==> config.mk <==
export PLATFORM = sky130hd
export DESIGN_NAME = synchro_attitude_altitude_decoder
export DESIGN_NICKNAME = d
export VERILOG_FILES = /design/src/sv/saad_pkg.sv /design/src/sv/synchro_attitude_altitude_decoder.sv
export SDC_FILE = /design/constraint.sdc
export NUM_CORES = 1
export LEC_CHECK = 0
export BUFFER_PORTS_ARGS = -buffer_cell sky130_fd_sc_hd__buf_2
export CORE_MARGIN = 5
export CORE_UTILIZATION = 53
export DETAILED_ROUTE_END_ITERATION = 10
export PLACE_DENSITY = 0.71
export SLEW_MARGIN = 20
export SYNTH_ARGS = -nofsm -noshare
export SYNTH_HDL_FRONTEND = slang
export SYNTH_SLANG_ARGS = --single-unit
==> constraint.sdc <==
create_clock -name clk -period 19.2 [get_ports clk]
set_input_delay 0 -clock clk [delete_from_list [all_inputs] [get_ports clk]]
set_output_delay 0 -clock clk [all_outputs]
set_load 0.02 [all_outputs]
==> src/sv/saad_pkg.sv <==
package saad_pkg;

	localparam int SAMPLE_BITS_DEF  = 15;
	localparam int CORDIC_STEPS_DEF = 16;
	localparam int TAB_LEN          = 24;

	// angles in 1/65536 degree
	localparam int ANG_W = 26;
	localparam logic signed [ANG_W-1:0] ANG_FULL = 26'sd23592960;
	localparam logic signed [ANG_W-1:0] ANG_HALF = 26'sd11796480;

	// fine altitude in 1/64 foot
	localparam logic [16:0] FT_1000 = 17'd64000;
	localparam logic [16:0] FT_800  = 17'd51200;
	localparam logic [16:0] FT_200  = 17'd12800;

	localparam int OUT_W = 96;

	function automatic logic [21:0] atan_entry(input logic [4:0] i);
		logic [21:0] v;
		unique case (i)
			5'd0:    v = 22'd2949120;
			5'd1:    v = 22'd1740967;
			5'd2:    v = 22'd919879;
			5'd3:    v = 22'd466945;
			5'd4:    v = 22'd234379;
			5'd5:    v = 22'd117304;
			5'd6:    v = 22'd58666;
			5'd7:    v = 22'd29335;
			5'd8:    v = 22'd14668;
			5'd9:    v = 22'd7334;
			5'd10:   v = 22'd3667;
			5'd11:   v = 22'd1833;
			5'd12:   v = 22'd917;
			5'd13:   v = 22'd458;
			5'd14:   v = 22'd229;
			5'd15:   v = 22'd115;
			5'd16:   v = 22'd57;
			5'd17:   v = 22'd29;
			5'd18:   v = 22'd14;
			5'd19:   v = 22'd7;
			5'd20:   v = 22'd4;
			5'd21:   v = 22'd2;
			5'd22:   v = 22'd1;
			default: v = 22'd0;
		endcase
		return v;
	endfunction

endpackage

==> src/sv/synchro_attitude_altitude_decoder.sv <==
// Synchro attitude and altitude decoder.
// Input: one frame per s_tvalid/s_tready transfer, seven offset-binary ADC
// samples packed in s_tdata. Output: one result per frame on m_tvalid/
// m_tready, packed in m_tdata.
// Pitch, roll and the thousands seed are worked out in the accept cycle.
// One iterative vectoring CORDIC then resolves the fine altitude dial angle,
// a bit-serial divide by nine scales it to feet, and the same CORDIC
// resolves heading. s_tready is high only while no frame is in work, so
// a new frame is taken only once the last has passed through the shared
// CORDIC and the serial divider and been written to the output register.
// The result sits in an output register; a stalled receiver holds it and
// the next frame may be accepted and worked meanwhile, but that frame's
// result waits until the register is taken.
// Reset clears the thousands count, the last dial reading and the seeded
// flag: the first frame after reset seeds the thousands count from the
// coarse altitude sample.
module synchro_attitude_altitude_decoder #(
	parameter int SAMPLE_BITS  = saad_pkg::SAMPLE_BITS_DEF,
	parameter int CORDIC_STEPS = saad_pkg::CORDIC_STEPS_DEF
) (
	input  logic clk,
	input  logic arst_n,
	input  logic s_tvalid,
	output logic s_tready,
	// pitch_sample, roll_sample, coarse_alt_sample, alt_sin_sample,
	// alt_cos_sample, hdg_sin_sample, hdg_cos_sample, zero fill
	input  logic [((7*SAMPLE_BITS+7)/8)*8-1:0] s_tdata,
	output logic m_tvalid,
	input  logic m_tready,
	// pitch_deg, roll_deg, heading_deg, fine_alt_ft, altitude_ft,
	// thousands_count, zero fill
	output logic [saad_pkg::OUT_W-1:0] m_tdata
);

	localparam int SB    = SAMPLE_BITS;
	localparam int DW    = SB + 1;
	localparam int CW    = SB + 11;
	localparam int PMW   = DW + 14;
	localparam int TMW   = DW + 4;
	localparam int AW    = saad_pkg::ANG_W;
	localparam int NSTEP = (CORDIC_STEPS > saad_pkg::TAB_LEN) ? saad_pkg::TAB_LEN : CORDIC_STEPS;
	localparam logic [4:0] LAST_STEP = 5'(NSTEP - 1);
	localparam logic [4:0] LAST_DIV  = 5'd19;
	localparam logic [DW-1:0] CENTRE = DW'(2 ** (SB - 1));

	localparam logic [2:0] ST_IDLE  = 3'd0;
	localparam logic [2:0] ST_ALT   = 3'd1;
	localparam logic [2:0] ST_SCALE = 3'd2;
	localparam logic [2:0] ST_DIV   = 3'd3;
	localparam logic [2:0] ST_ROLL  = 3'd4;
	localparam logic [2:0] ST_HDG   = 3'd5;
	localparam logic [2:0] ST_OUT   = 3'd6;

	logic [2:0] state_q;
	logic [4:0] step_q;
	logic signed [CW-1:0] x_q, y_q;
	logic signed [AW-1:0] z_q;
	logic zero_q;
	logic [19:0] t_q;
	logic [3:0] rem_q;
	logic [SB-1:0] hs_q, hc_q;
	logic signed [4:0] th_q;
	logic [16:0] last_fine_q;
	logic seeded_q;
	logic [14:0] pitch_q, roll_q;
	logic [15:0] fine_q;
	logic [20:0] tot_q;

	logic accept;
	assign s_tready = (state_q == ST_IDLE);
	assign accept = s_tvalid && s_tready;

	// sample offsets
	logic signed [DW-1:0] d_pitch, d_roll, d_coarse, d_as, d_ac;
	assign d_pitch  = $signed({1'b0, s_tdata[0*SB +: SB]} - CENTRE);
	assign d_roll   = $signed({1'b0, s_tdata[1*SB +: SB]} - CENTRE);
	assign d_coarse = $signed({1'b0, s_tdata[2*SB +: SB]} - CENTRE);
	assign d_as     = $signed({1'b0, s_tdata[3*SB +: SB]} - CENTRE);
	assign d_ac     = $signed({1'b0, s_tdata[4*SB +: SB]} - CENTRE);

	// attitude scaling: round(d * 11520 / centre), halves up
	logic [PMW-1:0] pm_p, pm_r;
	logic signed [PMW-1:0] ps_p, ps_r;
	assign pm_p = {{14{d_pitch[DW-1]}}, d_pitch} * PMW'(11520) + PMW'(CENTRE >> 1);
	assign pm_r = {{14{d_roll[DW-1]}}, d_roll} * PMW'(11520) + PMW'(CENTRE >> 1);
	assign ps_p = $signed(pm_p) >>> (SB - 1);
	assign ps_r = $signed(pm_r) >>> (SB - 1);

	// thousands seed, truncated toward zero
	logic [TMW-1:0] tm, tm_adj;
	logic signed [TMW-1:0] tm_sh;
	assign tm = {{4{d_coarse[DW-1]}}, d_coarse} * TMW'(10);
	assign tm_adj = tm[TMW-1] ? tm + TMW'(CENTRE - DW'(1)) : tm;
	assign tm_sh = $signed(tm_adj) >>> (SB - 1);

	// CORDIC load
	logic signed [DW-1:0] ld_s, ld_c;
	logic signed [CW-1:0] ld_x, ld_y;
	assign ld_s = (state_q == ST_IDLE) ? d_as : $signed({1'b0, hs_q} - CENTRE);
	assign ld_c = (state_q == ST_IDLE) ? d_ac : $signed({1'b0, hc_q} - CENTRE);
	assign ld_x = {{2{ld_c[DW-1]}}, ld_c, 8'b0};
	assign ld_y = {{2{ld_s[DW-1]}}, ld_s, 8'b0};

	// CORDIC step
	logic signed [CW-1:0] dx, dy;
	logic signed [AW-1:0] tab;
	assign dx = y_q >>> step_q;
	assign dy = x_q >>> step_q;
	assign tab = $signed({4'b0, saad_pkg::atan_entry(step_q)});

	// fold into one turn
	logic signed [AW-1:0] zf;
	logic [24:0] ang;
	always_comb begin
		priority if (zero_q) zf = '0;
		else if (z_q < 0) zf = z_q + saad_pkg::ANG_FULL;
		else if (z_q >= saad_pkg::ANG_FULL) zf = z_q - saad_pkg::ANG_FULL;
		else zf = z_q;
	end
	assign ang = zf[24:0];

	logic [35:0] scaled;
	assign scaled = 36'(ang) * 36'd1600 + 36'd294912;

	// serial divide by nine
	logic [4:0] dr;
	logic dq;
	assign dr = {rem_q, t_q[19]};
	assign dq = (dr >= 5'd9);

	// roll-over tracking
	logic [19:0] fw;
	logic [16:0] fine;
	logic signed [4:0] th_new;
	always_comb begin
		fw = 20'(saad_pkg::FT_1000) - t_q;
		fine = fw[16:0];
		priority if (last_fine_q >= saad_pkg::FT_800 && fine < saad_pkg::FT_200
				&& th_q < 5'sd9)
			th_new = th_q + 5'sd1;
		else if (last_fine_q < saad_pkg::FT_200 && fine >= saad_pkg::FT_800
				&& th_q > 5'sd0)
			th_new = th_q - 5'sd1;
		else
			th_new = th_q;
	end

	logic [20:0] tot;
	assign tot = {{16{th_new[4]}}, th_new} * 21'd64000 + {4'b0, fine};

	logic [25:0] hr;
	logic [17:0] hd;
	assign hr = {1'b0, ang} + 26'd128;
	assign hd = hr[25:8];

	always_ff @(posedge clk or negedge arst_n) begin
		if (!arst_n) begin
			state_q <= ST_IDLE;
			th_q <= '0;
			last_fine_q <= '0;
			seeded_q <= 1'b0;
			m_tvalid <= 1'b0;
		end else begin
			if (state_q == ST_OUT && (!m_tvalid || m_tready))
				m_tvalid <= 1'b1;
			else if (m_tvalid && m_tready)
				m_tvalid <= 1'b0;
			unique case (state_q)
				ST_IDLE: begin
					if (accept) begin
						if (!seeded_q) begin
							th_q <= tm_sh[4:0];
							seeded_q <= 1'b1;
						end
						state_q <= ST_ALT;
					end
				end
				ST_ALT: begin
					if (step_q == LAST_STEP)
						state_q <= ST_SCALE;
				end
				ST_SCALE: state_q <= ST_DIV;
				ST_DIV: begin
					if (step_q == LAST_DIV)
						state_q <= ST_ROLL;
				end
				ST_ROLL: begin
					th_q <= th_new;
					last_fine_q <= fine;
					state_q <= ST_HDG;
				end
				ST_HDG: begin
					if (step_q == LAST_STEP)
						state_q <= ST_OUT;
				end
				ST_OUT: begin
					if (!m_tvalid || m_tready)
						state_q <= ST_IDLE;
				end
				default: state_q <= ST_IDLE;
			endcase
		end
	end

	always_ff @(posedge clk) begin
		unique case (state_q)
			ST_IDLE: begin
				pitch_q <= ps_p[14:0];
				roll_q <= ps_r[14:0];
				hs_q <= s_tdata[5*SB +: SB];
				hc_q <= s_tdata[6*SB +: SB];
			end
			ST_SCALE: begin
				t_q <= scaled[35:16];
				rem_q <= '0;
			end
			ST_DIV: begin
				rem_q <= dq ? 4'(dr - 5'd9) : dr[3:0];
				t_q <= {t_q[18:0], dq};
			end
			ST_ROLL: begin
				fine_q <= fine[15:0];
				tot_q <= tot;
			end
			ST_OUT: begin
				// heading angle is final here; 360 degrees wraps to 0
				if (!m_tvalid || m_tready)
					m_tdata <= {7'b0, th_q, tot_q, fine_q,
						(hd == 18'd92160) ? 17'd0 : hd[16:0], roll_q, pitch_q};
			end
			default: ;
		endcase

		// shared step counter and CORDIC datapath
		if (state_q == ST_IDLE || state_q == ST_ROLL || state_q == ST_SCALE) begin
			step_q <= '0;
		end else if (state_q == ST_ALT || state_q == ST_HDG || state_q == ST_DIV) begin
			step_q <= step_q + 5'd1;
		end

		if (state_q == ST_IDLE || state_q == ST_ROLL) begin
			zero_q <= (ld_s == '0) && (ld_c == '0);
			if (ld_x < 0) begin
				x_q <= -ld_x;
				y_q <= -ld_y;
				z_q <= saad_pkg::ANG_HALF;
			end else begin
				x_q <= ld_x;
				y_q <= ld_y;
				z_q <= '0;
			end
		end else if (state_q == ST_ALT || state_q == ST_HDG) begin
			if (y_q > 0) begin
				x_q <= x_q + dx;
				y_q <= y_q - dy;
				z_q <= z_q + tab;
			end else begin
				x_q <= x_q - dx;
				y_q <= y_q + dy;
				z_q <= z_q - tab;
			end
		end
	end

endmodule

==> metrics.md <==
| Metric | Value |
|---|---|
| Setup Skew | `between 20 and 30 ps` |
| Yosys warning count | `0` |
| Multiplexer area fraction after synthesis | `0.07694` |
| Reg2Reg Depth | `25` |
| Clock Tree Root | `clkbuf_16` |
| Sequential fraction of the synthesis area | `0.2959` |
| Most frequent cells in the layout | `345 x inv_1, 306 x ha_1, 271 x edfxtp_1` |
| Sink Count | `approximately 320` |
| Delay-heaviest family, CP | `adder cells` |
| Worst hold path type | `in2reg` |
| GRT Total Usage | `0.2260` |
| R2R setup slack | `11220 ps` |
| DRC viols | `0` |
| CP Class | `reg2reg` |
| Worst setup EP type | `flop` |
| Io pins | `214` |
| WHS Endpoint | `y_q[16]` |
| Setup slack after layout | `between 10000 and 15000 ps` |
| Adder-cell share of the synthesized area | `0.1845` |
| Critical path launch point type | `flop` |
| Slew headroom | `0.3325` |
| Htree depth | `2` |
| Count of final hold-check violations | `0` |
| Vias/cell | `between 5 and 6` |
| TritonCTS Buffers | `39` |
| Clock transition at path regs | `about 60 ps` |
| Total Negative Setup Slacks | `0 ps` |
| Buffers on Ports | `approximately 200` |
| GPL Wtd Cong | `0.9522` |
| Die footprint | `around 0.063 mm^2` |
| Crit Path Max Fanout | `7` |
| Longest Clk Path Bufs | `3` |
| Wire length of the first global-routing pass | `~120000 um` |
| Largest family of logic cells by synthesized area | `adder cells` |
| CP Data Required Time | `about 20000 ps` |
| Post-route minimum period | `about 8000 ps` |
| Initial Util | `0.5347` |
| Slew @ Worst Pin | `around 1000 ps` |
| Num rows | `88` |
| Mapped Area | `a little over 0.03 mm^2` |
| Main synth FF type | `edfxtp_1` |
| Outcome | `finished clean` |
| Post-synthesis simple-gate area fraction | `0.1364` |
| Final core area utilization | `0.5883` |
| Final wirelength | `approximately 74000 um` |
| Layout area overhead | `10.03%` |
| Filler cells | `around 5.0k` |
| Period Utilization, post-route | `0.4156` |
| Hold path cells | `5` |
| Drt pass-1 iters | `6` |
| Hpwl dp | `about 56000 um` |
| Via count | `24.35k` |
| Max-Cap Viols | `0` |
| Pre-CTS WS | `about 11000 ps` |
| Core area | `a little under 0.06 mm^2` |
| Compound-gate portion of the synthesized area | `0.1459` |
| RSZ-0062 raised after global routing | `false` |
| Syn Area/Cell | `9.559 um^2` |
| Vias in the first global route | `between 20k and 25k` |
| Crit-path slowest cell | `xnor2_1` |
| R2r endpoint | `tot_q[20]` |
| Synth Area in XOR/XNOR | `0.08988` |
| Commonest non-fill, non-tap cell in the layout | `inv_1` |
| Final cell count without fillers | `4206` |
| Max-slew violations | `0` |
| Arrival time worst endpoint | `roughly 8300 ps` |
| Share of cells above drive strength 1 | `0.1166` |
| Crit path largest cell delay | `between 700 and 800 ps` |
| Synth unique cells | `roughly 110` |
| Nets | `3924` |
| Syn Inst Count | `roughly 3.2k` |
| Total gr overflow | `0` |
| Worst R2R Start | `t_q[2]` |
| Avg WL per Cell | `roughly 18 um` |
| Max Clk Rate | `about 0.13 GHz` |
| Number of synthesized register bits | `316` |
| CTS tree | `done` |
| Placed Cells incl. Taps | `4091` |
| Initial antenna violation count | `3` |
| Die W | `between 200 and 300 um` |
| Die Ht | `about 250 um` |
| Clk_lat worst skew | `between 500 and 600 ps` |
| Initial DRC count | `2136` |
| Largest net degree at the start of global routing | `just over 80` |
| Setup violators final | `0` |
| Post-synth EDFFs | `about 270` |
| Min-delay src | `s_tdata[53]` |
| CP bufs+invs | `4` |
| Async set-reset flop share out of synthesis | `0.05696` |
| Total setup buffers inserted after CTS | `0` |
| Post-route ant nets | `0` |
-- how the worst max path moves through the flow --
stage,to,depth (start not counted),slack [ps],start
after floorplan,tot_q[20],25,12240,t_q[2]
after global placement,tot_q[20],25,11390,t_q[2]
after detailed placement,tot_q[20],25,11240,t_q[2]
after CTS,tot_q[20],25,11220,t_q[2]
after global routing,tot_q[20],25,10660,t_q[2]
final,tot_q[20],25,11220,t_q[2]
-- tightest hold or removal path, cell delays in order --
cell and delay (ps):
buf_2 90, mux2i_1 100, xnor2_1 180, nand2_1 50, o21ai_0 60
-- per-layer routing --
layer  up-vias  global-route usage  wire [um]
li1      11931                   -          -
met1     11495              0.3188      32930
met2       811              0.3700      33770
met3       107             0.03693       5380
met4         2             0.05083       1562
met5         -                   0         13
-- synthesized netlist by cell type (37+ instances only) --
| master | instances | area (um^2) |
|---|---|---|
| edfxtp_1 | 271 | 8138 |
| inv_1 | 347 | 1303 |
| fa_1 | 93 | 1862 |
| o21ai_0 | 164 | 820.8 |
| a21o_1 | 58 | 435.4 |
| xnor2_1 | 211 | 1848 |
| nor2_1 | 237 | 889.6 |
| nor3_1 | 64 | 320.3 |
| ha_1 | 306 | 3829 |
| xor2_1 | 101 | 884.6 |
| a31oi_1 | 41 | 256.5 |
| nand3_1 | 66 | 330.3 |
| mux4_2 | 37 | 833.3 |
| a21oi_1 | 189 | 945.9 |
| clkbuf_1 | 72 | 270.3 |
| mux2i_1 | 80 | 800.8 |
| nand2_1 | 244 | 915.9 |
-- logic make-up (layout without fill, tap and decap cells) --
| logic type | count (synthesis) | after routing |
|---|---|---|
| AOI/OAI and AO/OA | 696 | 696 |
| xor gates and xnor gates | 314 | 314 |
| adders and majority gates | 399 | 399 |
| buffers and inverters | 478 | 684 |
| DFF | 316 | 316 |
| muxes | 156 | 156 |
| other | 1 | 9 |
| and+or+nand+nor | 867 | 867 |
-- area by class of cell --
| type | count | area, um^2 | area share |
|---|---|---|---|
| diodes | 2 | 5.005 | 0.0001474 |
| flip-flops and latches | 316 | 9131 | 0.2690 |
| well taps | 765 | 957.2 | 0.02820 |
| repair buffers | 263 | 1585 | 0.04670 |
| multi-input cells | 2439 | 19600 | 0.5775 |
| clock inverters | 27 | 350.3 | 0.01032 |
| clock buffers | 44 | 994.7 | 0.02931 |
| inverters | 350 | 1318 | 0.03882 |
-- flip-flops by register name, summed over array words and instances, names as in the netlist, 8 cells and up --
register	cells
tot_q	12
y_q	26
tab	22
hs_q	15
x_q	26
z_q	26
pitch_q	15
hc_q	15
fine_q	16
m_tdata	80
t_q	20
last_fine_q	8
roll_q	15
-- per-stage QoR --
step	area [um^2]	hold slack (ps)
6_report	33940	29.96
3_5_place_dp	32160	-44.45
4_1_cts	33920	1.783
2_1_floorplan	30870	-295.6
3_3_place_gp	32160	-44.32
5_1_grt	33940	61.85
-- what timing repair did --
| item | 4_1_cts | 5_1_grt |
|---|---|---|
| hold buffers | 42 | 0 |
| hold endpoints to repair | 61 | 0 |
| gates resized for setup | 0 | 0 |
| endpoints found under the setup margin | 0 | 0 |
Power is left out: the tool's default activity adds up to more than one toggle a clock period on the data nets, which glitch-free logic cannot reach.
